### src/rtl/pwc_pkg.sv
// shared constants and types for the pulse width capture block
`timescale 1ns / 1ps

package pwc_pkg;

    localparam int DEF_NUM_CHANNELS = 8;
    localparam int DEF_COUNTER_BITS = 16;

    localparam int CHANNEL_W = 3;
    localparam int VALUE_W   = 16;

    localparam int CFG_IDX_W  = 2;
    localparam int CFG_DATA_W = 16;

    localparam logic [CFG_IDX_W-1:0] REG_PULSE_MIN = 2'd0;
    localparam logic [CFG_IDX_W-1:0] REG_PULSE_MAX = 2'd1;

    localparam logic [VALUE_W-1:0] PULSE_MIN_RESET = 16'd1000;
    localparam logic [VALUE_W-1:0] PULSE_MAX_RESET = 16'd2000;

    // us = ticks * 32 / 50 = (ticks * 16) / 25
    // ticks at or above this give at least 65536 us, so they all clamp alike
    localparam int SAT_W = 17;
    localparam logic [SAT_W-1:0] TICKS_SAT = 17'd102400;

    localparam int SCALED_W    = SAT_W + 4;
    localparam int RECIP_W     = 22;
    localparam int RECIP_SHIFT = 26;
    localparam logic [RECIP_W-1:0] RECIP_25 = 22'd2684355;
    localparam int PROD_W      = SCALED_W + RECIP_W;

    localparam int FIFO_DEPTH = 8;
    localparam int FIFO_PTR_W = 3;
    localparam int FIFO_CNT_W = 4;

    typedef struct packed {
        logic                 s1_read;
        logic                 valid;
        logic [CHANNEL_W-1:0] channel;
        logic [SAT_W-1:0]     ticks_sat;
    } rmw_out_t;

endpackage

### src/rtl/pwc_if.sv
// handshake channels for capture events and width results
`timescale 1ns / 1ps

interface pwc_in_if
    import pwc_pkg::*;
();
    logic                 valid;
    logic                 ready;
    logic                 action;
    logic [CHANNEL_W-1:0] channel;
    logic [VALUE_W-1:0]   capture_value;

    modport source (output valid, output action, output channel, output capture_value,
                    input ready);
    modport sink (input valid, input action, input channel, input capture_value,
                  output ready);
endinterface

interface pwc_out_if
    import pwc_pkg::*;
();
    logic                 valid;
    logic                 ready;
    logic [CHANNEL_W-1:0] read_channel;
    logic [VALUE_W-1:0]   pulse_us;

    modport source (output valid, output read_channel, output pulse_us, input ready);
    modport sink (input valid, input read_channel, input pulse_us, output ready);
endinterface

### src/rtl/pwc_chan_rmw.sv
// per-channel edge state memory with read-modify-write and write forwarding
`timescale 1ns / 1ps

module pwc_chan_rmw
    import pwc_pkg::*;
#(
    parameter int NUM_CHANNELS = DEF_NUM_CHANNELS,
    parameter int COUNTER_BITS = DEF_COUNTER_BITS
)
(
    input  logic                 clk,
    input  logic                 rst_n,
    input  logic                 acc,
    input  logic                 action,
    input  logic [CHANNEL_W-1:0] channel,
    input  logic [VALUE_W-1:0]   capture_value,
    output rmw_out_t             rmw_out
);

    localparam int CH_IDX_W = (NUM_CHANNELS > 1) ? $clog2(NUM_CHANNELS) : 1;
    localparam int ENTRY_W  = 1 + 2 * COUNTER_BITS;
    localparam logic [4:0] NUM_CH_L = 5'(NUM_CHANNELS);

    logic [ENTRY_W-1:0]      mem [NUM_CHANNELS];
    logic [NUM_CHANNELS-1:0] valid_reg;
    logic [ENTRY_W-1:0]      rdata_reg;
    logic                    valid_rd_reg;

    logic                    in_range;
    logic [CH_IDX_W-1:0]     addr0;
    logic [31:0]             cv_ext;

    logic                    s1_valid_reg;
    logic                    s1_action_reg;
    logic                    s1_in_range_reg;
    logic [CH_IDX_W-1:0]     s1_addr_reg;
    logic [CHANNEL_W-1:0]    s1_channel_reg;
    logic [COUNTER_BITS-1:0] s1_stamp_reg;

    logic                    fwd_valid_reg;
    logic [CH_IDX_W-1:0]     fwd_addr_reg;
    logic [ENTRY_W-1:0]      fwd_entry_reg;

    logic [ENTRY_W-1:0]      cur_entry;
    logic                    cur_expect;
    logic [COUNTER_BITS-1:0] cur_rise;
    logic [COUNTER_BITS-1:0] cur_high;
    logic                    wr_en;
    logic [ENTRY_W-1:0]      wr_entry;
    logic [32:0]             ticks_ext;
    logic [SAT_W-1:0]        ticks_sat_next;

    logic                    res_valid_reg;
    logic [CHANNEL_W-1:0]    res_channel_reg;
    logic [SAT_W-1:0]        res_ticks_reg;

    assign in_range = ({2'b00, channel} < NUM_CH_L);
    assign addr0    = CH_IDX_W'({2'b00, channel});
    assign cv_ext   = {16'b0, capture_value};

    // memory read port and write port
    always_ff @(posedge clk)
    begin
        if (wr_en)
        begin
            mem[s1_addr_reg] <= wr_entry;
        end
        if (acc && in_range)
        begin
            rdata_reg    <= mem[addr0];
            valid_rd_reg <= valid_reg[addr0];
        end
    end

    always_ff @(posedge clk or negedge rst_n)
    begin
        if (!rst_n)
        begin
            valid_reg     <= '0;
            s1_valid_reg  <= 1'b0;
            fwd_valid_reg <= 1'b0;
            res_valid_reg <= 1'b0;
        end
        else
        begin
            if (wr_en)
            begin
                valid_reg[s1_addr_reg] <= 1'b1;
            end
            s1_valid_reg  <= acc;
            fwd_valid_reg <= wr_en;
            res_valid_reg <= s1_valid_reg && s1_action_reg;
        end
    end

    always_ff @(posedge clk)
    begin
        if (acc)
        begin
            s1_action_reg   <= action;
            s1_in_range_reg <= in_range;
            s1_addr_reg     <= addr0;
            s1_channel_reg  <= channel;
            s1_stamp_reg    <= cv_ext[COUNTER_BITS-1:0];
        end
        fwd_addr_reg    <= s1_addr_reg;
        fwd_entry_reg   <= wr_entry;
        res_channel_reg <= s1_channel_reg;
        res_ticks_reg   <= ticks_sat_next;
    end

    // entry that the previous cycle wrote is newer than the memory output
    always_comb
    begin
        if (fwd_valid_reg && (fwd_addr_reg == s1_addr_reg))
        begin
            cur_entry = fwd_entry_reg;
        end
        else if (valid_rd_reg)
        begin
            cur_entry = rdata_reg;
        end
        else
        begin
            cur_entry = '0;
        end
    end

    assign cur_expect = cur_entry[ENTRY_W-1];
    assign cur_rise   = cur_entry[2*COUNTER_BITS-1:COUNTER_BITS];
    assign cur_high   = cur_entry[COUNTER_BITS-1:0];

    assign wr_en = s1_valid_reg && !s1_action_reg && s1_in_range_reg;

    always_comb
    begin
        if (!cur_expect)
        begin
            wr_entry = {1'b1, s1_stamp_reg, cur_high};
        end
        else
        begin
            wr_entry = {1'b0, cur_rise, s1_stamp_reg - cur_rise};
        end
    end

    assign ticks_ext      = s1_in_range_reg ? 33'(cur_high) : 33'd0;
    assign ticks_sat_next = (ticks_ext >= 33'(TICKS_SAT)) ? TICKS_SAT
                                                          : ticks_ext[SAT_W-1:0];

    assign rmw_out = '{s1_read:   s1_valid_reg && s1_action_reg,
                       valid:     res_valid_reg,
                       channel:   res_channel_reg,
                       ticks_sat: res_ticks_reg};

endmodule

### src/rtl/pwm_pulse_width_capture.sv
// top level of the pulse width capture block
`timescale 1ns / 1ps

// Measures pulse high time on up to NUM_CHANNELS capture channels.
// The capture channel takes one item per transfer: action 0 is an edge event
// with the latched counter value, action 1 reads a channel's width. Each
// channel alternates between arming on a rising and a falling edge.
// A read returns one item on the result channel: the channel number and the
// width in microseconds, clamped to [pulse_min_us, pulse_max_us] and offset
// by pulse_min_us. Edge events return nothing.
// Throughput is one item per cycle while capture ready is high; the
// per-channel state is one entry of a single memory, read one cycle and
// written back the next, with the last write forwarded to a following
// item on the same channel. A read passes through memory read, update and
// saturation, reciprocal multiply, and clamp into an 8-entry queue.
// When the receiver stalls, results collect in the queue and the capture
// channel drops ready once queued plus in-flight reads fill it.
// Reset arms every channel for a rising edge with zero width and loads the
// default clamp limits; configuration writes take effect at once.

module pwm_pulse_width_capture
    import pwc_pkg::*;
#(
    parameter int NUM_CHANNELS = DEF_NUM_CHANNELS,
    parameter int COUNTER_BITS = DEF_COUNTER_BITS
)
(
    input  logic                  clk,
    input  logic                  rst_n,
    input  logic                  cfg_we,
    input  logic [CFG_IDX_W-1:0]  cfg_index,
    input  logic [CFG_DATA_W-1:0] cfg_wdata,
    pwc_in_if.sink                capture,
    pwc_out_if.source             result
);

    logic [VALUE_W-1:0]    pulse_min_reg;
    logic [VALUE_W-1:0]    pulse_max_reg;

    logic                  acc;
    rmw_out_t              rmw_out;

    logic                  s3_valid_reg;
    logic [CHANNEL_W-1:0]  s3_channel_reg;
    logic [PROD_W-1:0]     s3_prod_reg;
    logic [PROD_W-1:0]     prod_next;

    logic [SAT_W-1:0]      us;
    logic [SAT_W-1:0]      min_ext;
    logic [SAT_W-1:0]      max_ext;
    logic [SAT_W-1:0]      clamped;
    logic [SAT_W-1:0]      offset;
    logic [VALUE_W-1:0]    pulse_next;

    logic [CHANNEL_W+VALUE_W-1:0] fifo_reg [FIFO_DEPTH];
    logic [FIFO_PTR_W-1:0] wr_ptr_reg;
    logic [FIFO_PTR_W-1:0] rd_ptr_reg;
    logic [FIFO_CNT_W-1:0] count_reg;
    logic [FIFO_CNT_W-1:0] count_next;
    logic [FIFO_CNT_W-1:0] reserved;
    logic                  push;
    logic                  pop;

    always_ff @(posedge clk or negedge rst_n)
    begin
        if (!rst_n)
        begin
            pulse_min_reg <= PULSE_MIN_RESET;
            pulse_max_reg <= PULSE_MAX_RESET;
        end
        else if (cfg_we)
        begin
            unique case (cfg_index)
                REG_PULSE_MIN: pulse_min_reg <= cfg_wdata;
                REG_PULSE_MAX: pulse_max_reg <= cfg_wdata;
                default: ;
            endcase
        end
    end

    assign reserved = count_reg + {3'b000, rmw_out.s1_read} + {3'b000, rmw_out.valid}
                    + {3'b000, s3_valid_reg};

    assign capture.ready = (reserved < FIFO_CNT_W'(FIFO_DEPTH));
    assign acc           = capture.valid && capture.ready;

    pwc_chan_rmw #(
        .NUM_CHANNELS (NUM_CHANNELS),
        .COUNTER_BITS (COUNTER_BITS)
    ) u_chan_rmw (
        .clk           (clk),
        .rst_n         (rst_n),
        .acc           (acc),
        .action        (capture.action),
        .channel       (capture.channel),
        .capture_value (capture.capture_value),
        .rmw_out       (rmw_out)
    );

    // divide by 25 as multiply by reciprocal
    assign prod_next = PROD_W'({rmw_out.ticks_sat, 4'b0000}) * PROD_W'(RECIP_25);

    always_ff @(posedge clk or negedge rst_n)
    begin
        if (!rst_n)
        begin
            s3_valid_reg <= 1'b0;
        end
        else
        begin
            s3_valid_reg <= rmw_out.valid;
        end
    end

    always_ff @(posedge clk)
    begin
        s3_channel_reg <= rmw_out.channel;
        s3_prod_reg    <= prod_next;
    end

    assign us      = s3_prod_reg[RECIP_SHIFT+SAT_W-1:RECIP_SHIFT];
    assign min_ext = {1'b0, pulse_min_reg};
    assign max_ext = {1'b0, pulse_max_reg};

    always_comb
    begin
        if (us > max_ext)
        begin
            clamped = max_ext;
        end
        else if (us < min_ext)
        begin
            clamped = min_ext;
        end
        else
        begin
            clamped = us;
        end
    end

    assign offset     = clamped - min_ext;
    assign pulse_next = (clamped < min_ext) ? '0 : offset[VALUE_W-1:0];

    // result queue
    assign push = s3_valid_reg;
    assign pop  = result.valid && result.ready;

    always_ff @(posedge clk)
    begin
        if (push)
        begin
            fifo_reg[wr_ptr_reg] <= {s3_channel_reg, pulse_next};
        end
    end

    always_comb
    begin
        count_next = count_reg;
        if (push && !pop)
        begin
            count_next = count_reg + 1'b1;
        end
        else if (pop && !push)
        begin
            count_next = count_reg - 1'b1;
        end
    end

    always_ff @(posedge clk or negedge rst_n)
    begin
        if (!rst_n)
        begin
            wr_ptr_reg <= '0;
            rd_ptr_reg <= '0;
            count_reg  <= '0;
        end
        else
        begin
            if (push)
            begin
                wr_ptr_reg <= wr_ptr_reg + 1'b1;
            end
            if (pop)
            begin
                rd_ptr_reg <= rd_ptr_reg + 1'b1;
            end
            count_reg <= count_next;
        end
    end

    assign result.valid        = (count_reg != '0);
    assign result.read_channel = fifo_reg[rd_ptr_reg][CHANNEL_W+VALUE_W-1:VALUE_W];
    assign result.pulse_us     = fifo_reg[rd_ptr_reg][VALUE_W-1:0];

endmodule

### src/flat_wrapper.sv
// flat-port wrapper written by rule: the top's interface ports become plain ports
module pwm_pulse_width_capture_flat import pwc_pkg::*;
#(
    parameter int NUM_CHANNELS = DEF_NUM_CHANNELS,
    parameter int COUNTER_BITS = DEF_COUNTER_BITS
)
  (clk, rst_n, cfg_we, cfg_index, cfg_wdata, capture_valid, capture_action, capture_channel, capture_capture_value, capture_ready, result_valid, result_read_channel, result_pulse_us, result_ready);
  pwc_in_if capture_i ();
  pwc_out_if result_i ();
  input  logic clk;
  input  logic rst_n;
  input  logic cfg_we;
  input  logic [CFG_IDX_W-1:0] cfg_index;
  input  logic [CFG_DATA_W-1:0] cfg_wdata;
  input wire logic [$bits(capture_i.valid)-1:0] capture_valid;
  input wire logic [$bits(capture_i.action)-1:0] capture_action;
  input wire logic [$bits(capture_i.channel)-1:0] capture_channel;
  input wire logic [$bits(capture_i.capture_value)-1:0] capture_capture_value;
  output wire logic [$bits(capture_i.ready)-1:0] capture_ready;
  output wire logic [$bits(result_i.valid)-1:0] result_valid;
  output wire logic [$bits(result_i.read_channel)-1:0] result_read_channel;
  output wire logic [$bits(result_i.pulse_us)-1:0] result_pulse_us;
  input wire logic [$bits(result_i.ready)-1:0] result_ready;
  assign capture_i.valid = capture_valid;
  assign capture_i.action = capture_action;
  assign capture_i.channel = capture_channel;
  assign capture_i.capture_value = capture_capture_value;
  assign capture_ready = capture_i.ready;
  assign result_valid = result_i.valid;
  assign result_read_channel = result_i.read_channel;
  assign result_pulse_us = result_i.pulse_us;
  assign result_i.ready = result_ready;
  pwm_pulse_width_capture #(.NUM_CHANNELS(NUM_CHANNELS), .COUNTER_BITS(COUNTER_BITS)) u_core (.clk(clk), .rst_n(rst_n), .cfg_we(cfg_we), .cfg_index(cfg_index), .cfg_wdata(cfg_wdata), .capture(capture_i), .result(result_i));
endmodule
### config.mk
export PLATFORM = sky130hd
export DESIGN_NAME = pwm_pulse_width_capture_flat
export DESIGN_NICKNAME = d
export VERILOG_FILES = /design/src/rtl/pwc_pkg.sv /design/src/rtl/pwc_if.sv /design/src/rtl/pwc_chan_rmw.sv /design/src/rtl/pwm_pulse_width_capture.sv /design/src/flat_wrapper.sv
export SDC_FILE = /design/constraint.sdc
export NUM_CORES = 1
export LEC_CHECK = 0
export BUFFER_PORTS_ARGS = -buffer_cell sky130_fd_sc_hd__clkbuf_2
export CORE_ASPECT_RATIO = 1.2
export CORE_MARGIN = 2
export CORE_UTILIZATION = 40
export DETAILED_ROUTE_END_ITERATION = 8
export GPL_ROUTABILITY_DRIVEN = 0
export SLEW_MARGIN = 0
export SYNTH_ARGS = -nofsm -noshare
export SYNTH_HDL_FRONTEND = slang
export SYNTH_SLANG_ARGS = --single-unit
export TNS_END_PERCENT = 1
### constraint.sdc
create_clock -name clk -period 8.1 [get_ports clk]
set_clock_uncertainty 0.2 [all_clocks]
set_input_delay 0.405 -clock clk [delete_from_list [all_inputs] [get_ports clk]]
set_output_delay 0.405 -clock clk [all_outputs]
set_load 0.005 [all_outputs]
======== Word-level counts from Yosys, hierarchy flattened ========
Memory sizes are Yosys's and may differ from the RTL's. A register that Yosys moved wholly into a read port is not among the register bits.
Index checks and enable logic that the tools add are counted.
cells by class
  multiplexer cells ....................... 16
  add/subtract/negate cells ............... 9
  reduce and logical (&&, ||, !) cells .... 16
  $lt $le $gt $ge ......................... 8
  multipliers ............................. 1
  bitwise gates (word level) .............. 1
  eq/ne operators ......................... 2
operator list
  kind                                                   count
  two-way mux 33 bit                                     3
  multiplier 17 x 22 -> 39 bit, second input constant    1
  < comparator 17 x 16 -> 1 bit                          2
  two-way mux 17 bit                                     2
  subtractor 16 bit                                      2
  >= comparator 16 x 17 -> 1 bit, second input constant  1
  greater-than comparator 17 x 16 -> 1 bit               1
  two-way mux 16 bit                                     1
  adder 4 x 1 -> 4 bit                                   3
  logical AND 1 bit                                      8
  < comparator 3 x 4 -> 1 bit, second input constant     2
  two-way mux 4 bit                                      2
  bitwise OR 8 bit                                       1
  adder 3 x 1 -> 3 bit, second input constant            2
  two-way mux 1 bit                                      6
  adder 4 x 1 -> 4 bit, second input constant            1
  < comparator 4 bit, second input constant              1
  AND reduction 2 bit                                    2
  nonzero test 4 bit                                     1
  subtractor 4 x 1 -> 4 bit, second input constant       1
  binary-select mux 1 bit (select 3 bit)                 1
  demux 1 bit (select 3 bit)                             1
  equality test 3 bit                                    1
  >= comparator 3 x 1 -> 1 bit, second input constant    1
  4 further kinds                                        6
storage, ports and cells
  bits in registers ....................... 170
  memory bits (writable) .................. 416
  output and inout port bits .............. 21
  bits of input ports ..................... 43
  memories kept ........................... 2
memories
  memory                 depth  width  read ports  clocked after memory_dff  write ports  RTL line                       source
  u_core.u_chan_rmw.mem  8      33     1           1                         1            pwc_chan_rmw.sv:24             logic [ENTRY_W-1:0] mem [NUM_CHANNELS];
  u_core.fifo_reg        8      19     1           0                         1            pwm_pulse_width_capture.sv:55  logic [CHANNEL_W+VALUE_W-1:0] fifo_reg [FIFO_DEPTH];

======== Logic depth before layout (Yosys ltp) ========
  depth in word-level cells ............... 6
  depth in mapped cells ................... 22
  gate-level depth less buffers ........... 22

======== Hierarchy ========
A second synthesis with hierarchy kept.
unflattened totals
  cell total of the unflattened synthesis .. 2103
  area total of the unflattened synthesis .. 30589.3 µm²
modules (own cells, without submodules)
  module                   instances  cells each  area an instance (µm²)
  pwm_pulse_width_capture  1          1248        15628.7
  pwc_chan_rmw             1          855         14960.6

======== Worst setup path before layout ========
No wires, ideal clock.
  path kind ............................... reg2reg
  start ................................... register u_core.u_chan_rmw.res_ticks_reg[5]
  end ..................................... register u_core.s3_prod_reg[42]
  buffers on the path ..................... 0
  arrival time ............................ 5.960 ns
  cell stages (with the launch flop) ...... 21
  path slack .............................. 1.816 ns
  path through ............................ dfxtp_1 > fa_1 > inv_1 > fa_1 > inv_1 > fa_1 > fa_1 > fa_1 > inv_1 > fa_1 > inv_1 > ha_1 > and3_1 > and4_4 > a221o_1 > a311oi_4 > o21ai_2 > o22a_2 > a211oi_4 > o21bai_1 > xor2_1
between the ends
  longest elaborated chain between the ends .. 1
ends and longest elaborated chain
  element                       RTL line                        source
  start, declared               pwc_chan_rmw.sv:55              logic [SAT_W-1:0] res_ticks_reg;
  start signal, assigned        pwc_chan_rmw.sv:109             res_ticks_reg <= ticks_sat_next;
  multiplier 17 x 22 -> 39 bit  pwm_pulse_width_capture.sv:101  assign prod_next = PROD_W'({rmw_out.ticks_sat, 4'b0000}) * PROD_W'(RECIP_25);
  via u_core.prod_next[42]      pwm_pulse_width_capture.sv:46   logic [PROD_W-1:0] prod_next;
  end signal, assigned          pwm_pulse_width_capture.sv:118  s3_prod_reg <= prod_next;
  end, declared                 pwm_pulse_width_capture.sv:45   logic [PROD_W-1:0] s3_prod_reg;
The timed path passes the listed nets, and every way through them passes these cells.
A chain may end at the register's enable or synchronous reset.

======== Worst setup path after layout ========
Ends and elaborated chain as after synthesis.

==> summary.md <==
| Metric | Value |
|---|---|
| Run status | finished, final reports clean |
| Final Cycle Share | between 80% and 90% |
| Share of the synthesized area in compound gates (AO/OA/AOI/OAI) | just over 5% |
| Slowest cell on the critical path | sky130_fd_sc_hd__fa_1 |
| Dominant delay contributor by cell family on the critical path | adder cells |
| First-pass GRT wire length | 100 mm |
| Antenna diodes | 0 |
| Hold crit path type | in2reg |
| Number of nets still failing antenna checks after routing | 0 |
| Data required time of the critical path | 8.40 ns |
| Total count of max-transition violations in the final report | 0 |
| Antenna violations before repair | 0 |
| Wirelength, routed | 63.9 mm |
| Distinct cell type count after synthesis | 66 |
| Netlist area before placement | 0.0298 mm2 |
| Measured slew at the worst slew-check pin | 1.13 ns |
| Worst endpoint data arrival time | 6.96 ns |
| Peak Freq | 0.150 GHz |
| Number of fill cells in the layout | 6453 |
| # H-tree levels | 2 |
| Clock sink total | 596 |
| Vias in the first global route | 17921 |
| Post-DR vias/cell | 5.17 |
| Placed Instances | 3071 |
| Most used cell along the critical path | sky130_fd_sc_hd__fa_1 |
| Number of enable flip-flop cells after synthesis | 470 |
| Total negative setup slack | 0 ns |
| Bufs and invs on worst path | 4 |
| Effective utilization at floorplan | about two fifths |
| CP cell instances | fa_1, inv_1, fa_1, inv_1, fa_1, fa_1, fa_1, inv_1, fa_1, inv_1, ha_1, and3_1, and4_4, a221o_1, a311oi_4, o21ai_2, o22a_2, a211oi_4, o21bai_1, xor2_1 |
| Root buffer selected by CTS | sky130_fd_sc_hd__clkbuf_16 |
| Post-DP HPWL | 42.0 mm |
| Number of synthesized register bits | 596 |
| Endpoints failing setup | 0 |
| Async set or reset register ratio after synthesis | 9.06% |
| Crit end category | register |
| Number of vias after detailed routing | 16658 |
| Overall die width | about 250 um |
| Worst slack after detailed placement | 1.41 ns |
| Placement row count | 109 |
| Hold Vio Cnt, Final | 0 |
| Detailed-router iteration count before antenna repair | 5 |
| Crit path time final | 6.66 ns |
| Synthesized Nets | 2414 |
| Mean routed wirelength per cell | 19.8 um |
| Basic-gate share of the synthesized area counting and, or, nand and nor cells | around 5.6% |
| Syn. warnings | 0 |
| Insertion delay to the later sink of the worst-skew pair | 0.64 ns |
| Core outline area | 0.0738 mm2 |
| Slew Limit Headroom | roughly a quarter |
| Maximum net fanout on the critical path | 6 |
| Maximum number of pins on one net before global-route repair | 70 |
| Combined global-route utilization of all metal layers | 17.0% |
| CTS tree | yes |
| Share of final-layout standard cells stronger than drive strength 1 | 18.8% |
| Adder and majority cell fraction of the synthesized area | between 10% and 20% |
| Clock transition at path regs | around 0.06 ns |
| Post-route insts no fill | 3222 |
| I/O Pins | 64 |
| Max FFs per register | about 260 |
| Number of buffers added by the clock tree synthesis step | 61 |
| Class of the most critical setup path | reg2reg |
| Synth Instances | 2038 |
| Setup repair after global routing missed its margin | no |
| Number of nets in the layout | 2546 |
| Mux cell area share after synthesis | 10.8% |
| Area share of xor/xnor cells in the synthesized design | 1.15% |
| Number of max-cap violations | 0 |
| Sequential area share after synthesis | a little under three fifths |
| Maximum root-to-sink buffer count | 3 |
| Combinational family with the most area after synthesis | adder cells |
| Mean area per synthesized cell | about 15 um2 |
| Port Buf Inserts | 63 |
| Vertical die dimension | between 300 and 400 um |
| Post-CTS repair timing setup buffer count | 0 |
| Detailed-route DRC error count | 0 |
| Drt first-iter violations | 948 |
| Layout-stage area growth over the synthesis result | 13.4% |
| Startpoint class of the critical path | register |
| Worst path setup slack after routing | 1.44 ns |
| Maximum single-stage delay on the critical path | 0.63 ns |
| Total congestion overflow after global routing | 0 |
| Commonest register cell after synthesis | sky130_fd_sc_hd__edfxtp_1 |
| Final hold slack | 0.114 ns |
| Die Footprint | 0.0767 mm2 |
==> synth_stat cells (3+ instances only) <==
library cell,count,area [um2]
sky130_fd_sc_hd__or2_2,11,68.8
sky130_fd_sc_hd__clkbuf_1,46,173
sky130_fd_sc_hd__a31oi_1,19,119
sky130_fd_sc_hd__a211o_1,3,26.3
sky130_fd_sc_hd__or3_1,6,37.5
sky130_fd_sc_hd__nor2_1,92,345
sky130_fd_sc_hd__and4_1,3,26.3
sky130_fd_sc_hd__a21boi_1,5,37.5
sky130_fd_sc_hd__o21ai_0,34,170
sky130_fd_sc_hd__inv_1,241,905
sky130_fd_sc_hd__o31ai_1,6,45.0
sky130_fd_sc_hd__fa_1,111,2220
sky130_fd_sc_hd__dfrtp_1,42,1050
sky130_fd_sc_hd__nand3_1,47,235
sky130_fd_sc_hd__nand4_1,8,50.1
sky130_fd_sc_hd__and3_1,21,131
sky130_fd_sc_hd__nand2_1,95,357
sky130_fd_sc_hd__mux2_2,74,833
sky130_fd_sc_hd__o211a_1,3,30.0
sky130_fd_sc_hd__nor2b_1,13,81.3
sky130_fd_sc_hd__xnor2_1,23,201
sky130_fd_sc_hd__xor2_1,16,140
sky130_fd_sc_hd__nand2b_1,13,81.3
sky130_fd_sc_hd__o21ai_1,33,165
sky130_fd_sc_hd__mux4_2,106,2390
sky130_fd_sc_hd__a211oi_1,7,52.6
sky130_fd_sc_hd__buf_2,3,15.0
sky130_fd_sc_hd__a21o_1,24,180
sky130_fd_sc_hd__dfxtp_1,72,1440
sky130_fd_sc_hd__and2_1,4,25.0
sky130_fd_sc_hd__nor3_1,20,100
sky130_fd_sc_hd__buf_1,11,41.3
sky130_fd_sc_hd__ha_1,222,2780
sky130_fd_sc_hd__a21oi_1,69,345
sky130_fd_sc_hd__dfstp_2,12,315
sky130_fd_sc_hd__nor3b_1,4,30.0
sky130_fd_sc_hd__o21a_1,12,90.1
sky130_fd_sc_hd__edfxtp_1,470,14100
==> final timing paths <==
path / end / start / depth (start not counted) / slack (ns)
worst max-delay path: u_core.s3_prod_reg[42] / u_core.u_chan_rmw.res_ticks_reg[5] / 20 / 1.44
worst min-delay path: u_core.pulse_min_reg[7] / cfg_index[1] / 5 / 0.11
worst max register to register: u_core.s3_prod_reg[42] / u_core.u_chan_rmw.res_ticks_reg[5] / 20 / 1.44
worst min register to register: u_core.s3_channel_reg[1] / u_core.u_chan_rmw.res_channel_reg[1] / 0 / 0.16
max in group asynchronous: u_core.rd_ptr_reg[0] / rst_n / 3 / 6.84
min in group asynchronous: u_core.pulse_max_reg[2] / rst_n / 3 / 0.25
==> stage by stage <==
stage	instance area (um2)	util, %
2_1_floorplan	29800	-
5_1_grt	33800	45.8
3_5_place_dp	31500	42.7
6_report	33800	45.8
3_3_place_gp	31500	42.7
4_1_cts	33800	45.8
==> final cells by class <==
class / instances / area, um2 / share of cell area (%)
timing repair buffer: 129 / 901 / 2.67
clock buffer: 88 / 1700 / 5.02
multi-input combinational: 1140 / 11800 / 35.0
clock inverter: 28 / 270 / 0.800
inverter: 242 / 908 / 2.69
tap: 999 / 1250 / 3.70
sequential: 596 / 16900 / 50.1
==> cells in the final DEF (no fill, tap or decap), drive strengths merged, types with 68 or more instances in the layout <==
master | synthesis | layout
clkbuf | 46 | 149
nand2 | 95 | 95
dfxtp | 72 | 72
nor2 | 92 | 92
mux4 | 106 | 106
edfxtp | 470 | 470
mux2 | 74 | 74
o21ai | 68 | 68
fa | 111 | 111
inv | 242 | 244
a21oi | 71 | 71
ha | 222 | 222
==> worst reg2reg max path: stages, from the launching register on <==
cell and delay (ns):
sky130_fd_sc_hd__dfxtp_1 0.39, sky130_fd_sc_hd__fa_1 0.63, sky130_fd_sc_hd__inv_1 0.08, sky130_fd_sc_hd__fa_1 0.54
sky130_fd_sc_hd__inv_1 0.05, sky130_fd_sc_hd__fa_1 0.53, sky130_fd_sc_hd__fa_1 0.44, sky130_fd_sc_hd__fa_1 0.54
sky130_fd_sc_hd__inv_1 0.06, sky130_fd_sc_hd__fa_1 0.53, sky130_fd_sc_hd__inv_1 0.04, sky130_fd_sc_hd__ha_1 0.32
sky130_fd_sc_hd__and3_1 0.21, sky130_fd_sc_hd__and4_4 0.21, sky130_fd_sc_hd__a221o_1 0.35, sky130_fd_sc_hd__a311oi_4 0.42
sky130_fd_sc_hd__o21ai_2 0.14, sky130_fd_sc_hd__o22a_2 0.31, sky130_fd_sc_hd__a211oi_4 0.27, sky130_fd_sc_hd__o21bai_1 0.13
sky130_fd_sc_hd__xor2_1 0.15
==> what timing repair did <==
action                                 in CTS  in global routing
gates resized for setup                     0                  0
endpoints found under the hold margin      94                  0
hold buffers                               35                  0
setup endpoints to repair                   0                  0
==> routing by layer <==
metal,routed length [um],GRT usage (%)
met1,27000,21.4
met2,32500,30.4
met3,2460,2.27
met4,1880,5.47
met5,0,0
==> logic make-up (layout without fill, tap and decap cells) <==
| kind of cell | Yosys count | after routing |
|---|---|---|
| DFF | 596 | 596 |
| and+or+nand+nor | 349 | 349 |
| adders and majority gates | 333 | 333 |
| buffers and inverters | 302 | 487 |
| AOI/OAI and AO/OA | 238 | 238 |
| muxes | 181 | 181 |
| xor gates and xnor gates | 39 | 39 |
Power is not shown: default switching activity piles up to over one toggle a cycle in this logic, so the estimate is an artifact.
